[src/hw/rtl/spbe_pkg.sv]
`timescale 1ns / 1ps
package spbe_pkg;

    // action codes
    localparam logic [2:0] ACT_CLEAR     = 3'd0;
    localparam logic [2:0] ACT_BEGIN_ROW = 3'd1;
    localparam logic [2:0] ACT_ROW_BYTE  = 3'd2;
    localparam logic [2:0] ACT_READ_ROW  = 3'd3;
    localparam logic [2:0] ACT_SEAL      = 3'd4;
    localparam logic [2:0] ACT_READ_PAGE = 3'd5;
    localparam logic [2:0] ACT_WRITE_PAGE = 3'd6;
    localparam logic [2:0] ACT_VERIFY    = 3'd7;

    // header layout
    localparam int HDR_BYTES     = 16;
    localparam int HDR_TYPE      = 4;
    localparam int HDR_SLOTS     = 8;
    localparam int HDR_FREE      = 10;
    localparam int HDR_CHECKSUM  = 12;
    localparam int SLOT_BASE     = 16;
    localparam int SLOT_SIZE     = 8;
    localparam int ENTRY_BYTES   = 6;

    // internal page address width, covers the largest page
    localparam int ADDR_W = 17;

    // register byte addresses
    localparam logic [2:0] REG_PAGE_NUMBER = 3'd0;

    typedef struct packed {
        logic [2:0]  action;
        logic [7:0]  data_byte;
        logic [15:0] row_length;
        logic [8:0]  slot_index;
        logic [15:0] byte_index;
        logic [12:0] address;
        logic        addr_ok;
    } spbe_cmd_t;

    typedef struct packed {
        logic        ok;
        logic [7:0]  read_byte;
        logic [15:0] row_length_out;
        logic [15:0] slot_count;
        logic [31:0] checksum;
    } spbe_result_t;

endpackage

[src/hw/rtl/spbe_cmdq.sv]
`timescale 1ns / 1ps
module spbe_cmdq
    import spbe_pkg::*;
(
    input  logic      clk,
    input  logic      rst_n,
    input  logic      push,
    input  spbe_cmd_t push_cmd,
    output logic      not_full,
    input  logic      pop,
    output logic      not_empty,
    output spbe_cmd_t head_cmd
);

    spbe_cmd_t   entry_reg [2];
    logic        wr_ptr_reg;
    logic        rd_ptr_reg;
    logic [1:0]  count_reg;

    assign not_full  = (count_reg != 2'd2);
    assign not_empty = (count_reg != 2'd0);
    assign head_cmd  = entry_reg[rd_ptr_reg];

    // storage
    always_ff @(posedge clk)
    begin
        if (push)
        begin
            entry_reg[wr_ptr_reg] <= push_cmd;
        end
    end

    // pointers and fill count
    always_ff @(posedge clk or negedge rst_n)
    begin
        if (!rst_n)
        begin
            wr_ptr_reg <= 1'b0;
            rd_ptr_reg <= 1'b0;
            count_reg  <= 2'd0;
        end
        else
        begin
            if (push)
            begin
                wr_ptr_reg <= ~wr_ptr_reg;
            end
            if (pop)
            begin
                rd_ptr_reg <= ~rd_ptr_reg;
            end
            if (push && !pop)
            begin
                count_reg <= count_reg + 2'd1;
            end
            else if (pop && !push)
            begin
                count_reg <= count_reg - 2'd1;
            end
        end
    end

endmodule

[config.mk]
export PLATFORM = sky130hd
export DESIGN_NAME = spbe_cmdq
export DESIGN_NICKNAME = d
export VERILOG_FILES = /design/src/hw/rtl/spbe_pkg.sv /design/src/hw/rtl/spbe_cmdq.sv
export SDC_FILE = /design/constraint.sdc
export NUM_CORES = 1
export LEC_CHECK = 0
export BUFFER_PORTS_ARGS = -buffer_cell sky130_fd_sc_hd__buf_4
export CAP_MARGIN = 20
export CORE_MARGIN = 3
export CORE_UTILIZATION = 55
export CTS_CLUSTER_SIZE = 40
export DETAILED_ROUTE_END_ITERATION = 7
export PLACE_DENSITY = 0.88
export SLEW_MARGIN = 20
export SYNTH_ARGS = -nofsm -noshare
export SYNTH_HDL_FRONTEND = slang
export SYNTH_SLANG_ARGS = --single-unit
[constraint.sdc]
create_clock -name clk -period 8.1 [get_ports clk]
set_clock_uncertainty 0.2 [all_clocks]
set_input_delay 0.405 -clock clk [delete_from_list [all_inputs] [get_ports clk]]
set_output_delay 0.405 -clock clk [all_outputs]
set_load 0.02 [all_outputs]
==> reports/summary.md <==
### Status
• run status: completed

### Clocking
• Clk Tree Root Cell: clkbuf_8
• number of CTS-inserted buffers: 17
• TritonCTS clock tree: done
• Sink Count: 136
• # Post-CTS Setup Buffers: 0
• clock network latency to the later pin of the worst-skew pair: 0.51 ns
• clock slew at reported path FFs: 0.06 ns
• maximum buffer depth of the clock tree: 2
• depth of the CTS H-tree: 4

### Finish
• Antenna diodes: 0
• fraction of layout cells with a size suffix above 1: 0.5242
• Area Growth Syn to Fin: 47.73%
• number of flip-flops under the largest register name: 132
• layout net count: 512
• most used cells in the layout excluding fill and tap cells: buf_4, edfxtp_1, dlygate4sd3_1
• non-filler cells, final: 562
• number of fill cells: 386
• most common library cell in the layout ignoring fill and taps: buf_4

### Worst setup path
• nature of the critical path endpoint: output port
• Buf+Inv Stages, Crit Path: 1
• required time reported for the critical path endpoint: 7.50 ns
• Crit-path slowest cell: dfrtp_4
• Crit path max-delay family: flip-flops
• type of the worst setup path: reg -> out
• Crit Reg-Reg Endpoint: entry_reg[0][7]
• series of cell instances along the critical path: mux2_2 -> buf_4
• reg2reg setup slack: 5.76 ns
• Arrival @ worst endpoint: 2.28 ns
• highest fanout seen on the critical path: 67
• delay of the slowest cell on the worst path: 1.12 ns
• category of the worst setup path launch point: register
• Worst Reg2Reg Path Length in Cells: 2
• R2R Path Start: wr_ptr_reg

### Timing
• worst slew margin relative to its limit: 0.2926
• period utilisation layout: 0.3566
• highest clock rate: 0.3462 GHz
• shortest period the worst path allows: 2.889 ns
• setup repair after global routing missed its margin: false
• count of final max-slew check failures: 0
• worst hold margin: 0.3087 ns
• aggregate negative setup slack: 0 ns
• final hold viol count: 0
• Setup violations, final: 0
• transition time of the tightest slew-check pin: 1.061 ns
• least setup slack across all paths after layout: 5.211 ns

### GRT
• overflow left after global routing: 0
• largest net degree at the start of global routing: 68
• global-route wire length before repair: 15.05 mm
• fraction of met1 tracks used by global routing: 0.2221
• met3 usage: 0.06485
• Most Crowded Layer GR: met2
• vias in the first global route: 3,006
• global router's overall resource usage: 0.2007
• initial antenna violation count: 0
• grt met2 use: 0.3623

### Synthesis
• cell area after technology mapping: 5065 um^2
• Mean Syn Cell Area: 22.92 um^2
• post-synthesis register bit count: 136
• synth warn: 0
• Cells after Synth: 221
• unique cell type count in the Yosys netlist: 16
• Seq/Total Area, Yosys: 0.8024
• total nets after synthesis: 292

### Min path
• launch instance of the worst min-delay path: count_reg[1]
• Cells on Worst Hold Path: 1
• endpoint with the worst hold slack: count_reg[1]
• HP Class: reg -> reg

### Route
• Remaining DRCs: 0
• Detail Route Antenna Nets: 0
• final WL: 10.10 mm
• ratio of routed vias to standard cells: 4.952
• average detailed-routed wire length per instance: 17.97 um
• first-pass detailed-route iteration total: 4
• violation count after the first detailed-route iteration: 135
• overall via count from detail_route: 2,783

### Power
• clock group share of total power: 0.288
• P_sw: 781.5 uW
• switching share of power: 0.2991
• internal power: 1.832 mW
• power per standard cell area: 349.3 nW/um^2
• Max VDD drop: 288.4 uV
• power share of the sequential group: 0.403
• total power: 2.613 mW
• Leak Pwr: 2.959 nW
• part of the total power dissipated in combinational logic: 0.309

### Floorplanning
• number of rows created at floorplan: 34
• area of the placeable core: 8848 um^2
• starting utilization of the core area: 0.5724
• horizontal die dimension: 102.0 um
• number of top-level pins: 138
• die outline height: 102.0 um
• die area: 10,400 um^2

### Place
• final weighted congestion of routability-driven global placement: 0.6995
• Detailed Place HPWL: 5.582 mm
• placed insts: 460
• Buffers on Ports: 137
• pre-CTS setup slack: 5.639 ns

### Run
• Maximum Capacitance Violations: 0

power groups by stage:
| stage | combinational (mW) | clock [mW] | sequential [mW] |
|---|---|---|---|
| global placement | 0.771 | 0 | 1.06 |
| detailed placement | 0.778 | 0 | 1.07 |
| floorplan | 0.563 | 0 | 0.985 |
| finish | 0.808 | 0.752 | 1.05 |
| global route | 0.847 | 0.802 | 1.07 |
| CTS | 0.811 | 0.759 | 1.05 |
through the flow:
stage / area (um^2) / util
2_1_floorplan: 5065 / -
3_3_place_gp: 6193 / 0.6999
3_5_place_dp: 6193 / 0.6999
4_1_cts: 7482 / 0.8456
5_1_grt: 7482 / 0.8456
6_report: 7482 / 0.8456
cell families after synthesis:
kind of cell / count (synthesis) / synth area share
XOR/XNOR: 5 / 0.008646
flip-flops: 136 / 0.8024
AND/OR/NAND/NOR: 5 / 0.005684
buffers and inverters: 8 / 0.01186
adder cells (fa/ha/maj): 1 / 0.002470
multiplexers: 66 / 0.1690
area by class of cell:
| type | instances | area (um^2) | share of cell area |
|---|---|---|---|
| flip-flops and latches | 136 | 4068 | 0.5436 |
| repair buffers | 208 | 1737 | 0.2321 |
| multi-input cells | 77 | 950.9 | 0.1271 |
| clock buffers | 18 | 417.9 | 0.05585 |
| clock inverters | 14 | 170.2 | 0.02274 |
| well taps | 108 | 135.1 | 0.01806 |
| inverters | 1 | 3.754 | 0.0005017 |
cell usage after synthesis:
master      n  area, um^2
inv_1       1       3.750
mux2_4     30       450.4
ha_1        1       12.51
dfrtp_1     4       100.1
buf_6       3       33.78
nand2b_1    1       6.260
nor2_1      1       3.750
buf_4       1       7.510
xor2_1      4       35.03
edfxtp_1  132        3964
and2_1      1       6.260
nor2b_1     1       6.260
buf_2       3       15.01
xnor2_1     1       8.760
mux2_2     36       405.4
or2_2       1       6.260
worst max-delay path by stage:
stage,startpoint,end,slack (ns),depth (start not counted)
floorplan,wr_ptr_reg,entry_reg[0][0],4.07,1
global placement,push,entry_reg[0][37],5.67,3
detailed placement,push,entry_reg[0][17],5.64,3
CTS,rd_ptr_reg,head_cmd[58],5.20,2
global route,rd_ptr_reg,head_cmd[63],5.13,2
finish,rd_ptr_reg,head_cmd[63],5.21,2
per-layer routing:
layer | share of wire | vias up
li1 | - | 1315
met1 | 0.37 | 1352
met2 | 0.56 | 103
met3 | 0.056 | 13
met4 | 0.012 | 0
met5 | 0 | -
repair_timing:
action,4_1_cts,5_1_grt
endpoints found under the hold margin,138,0
gates resized for setup,0,0
hold buffers,70,0
Note: power is estimated with default switching activity, not from simulation.
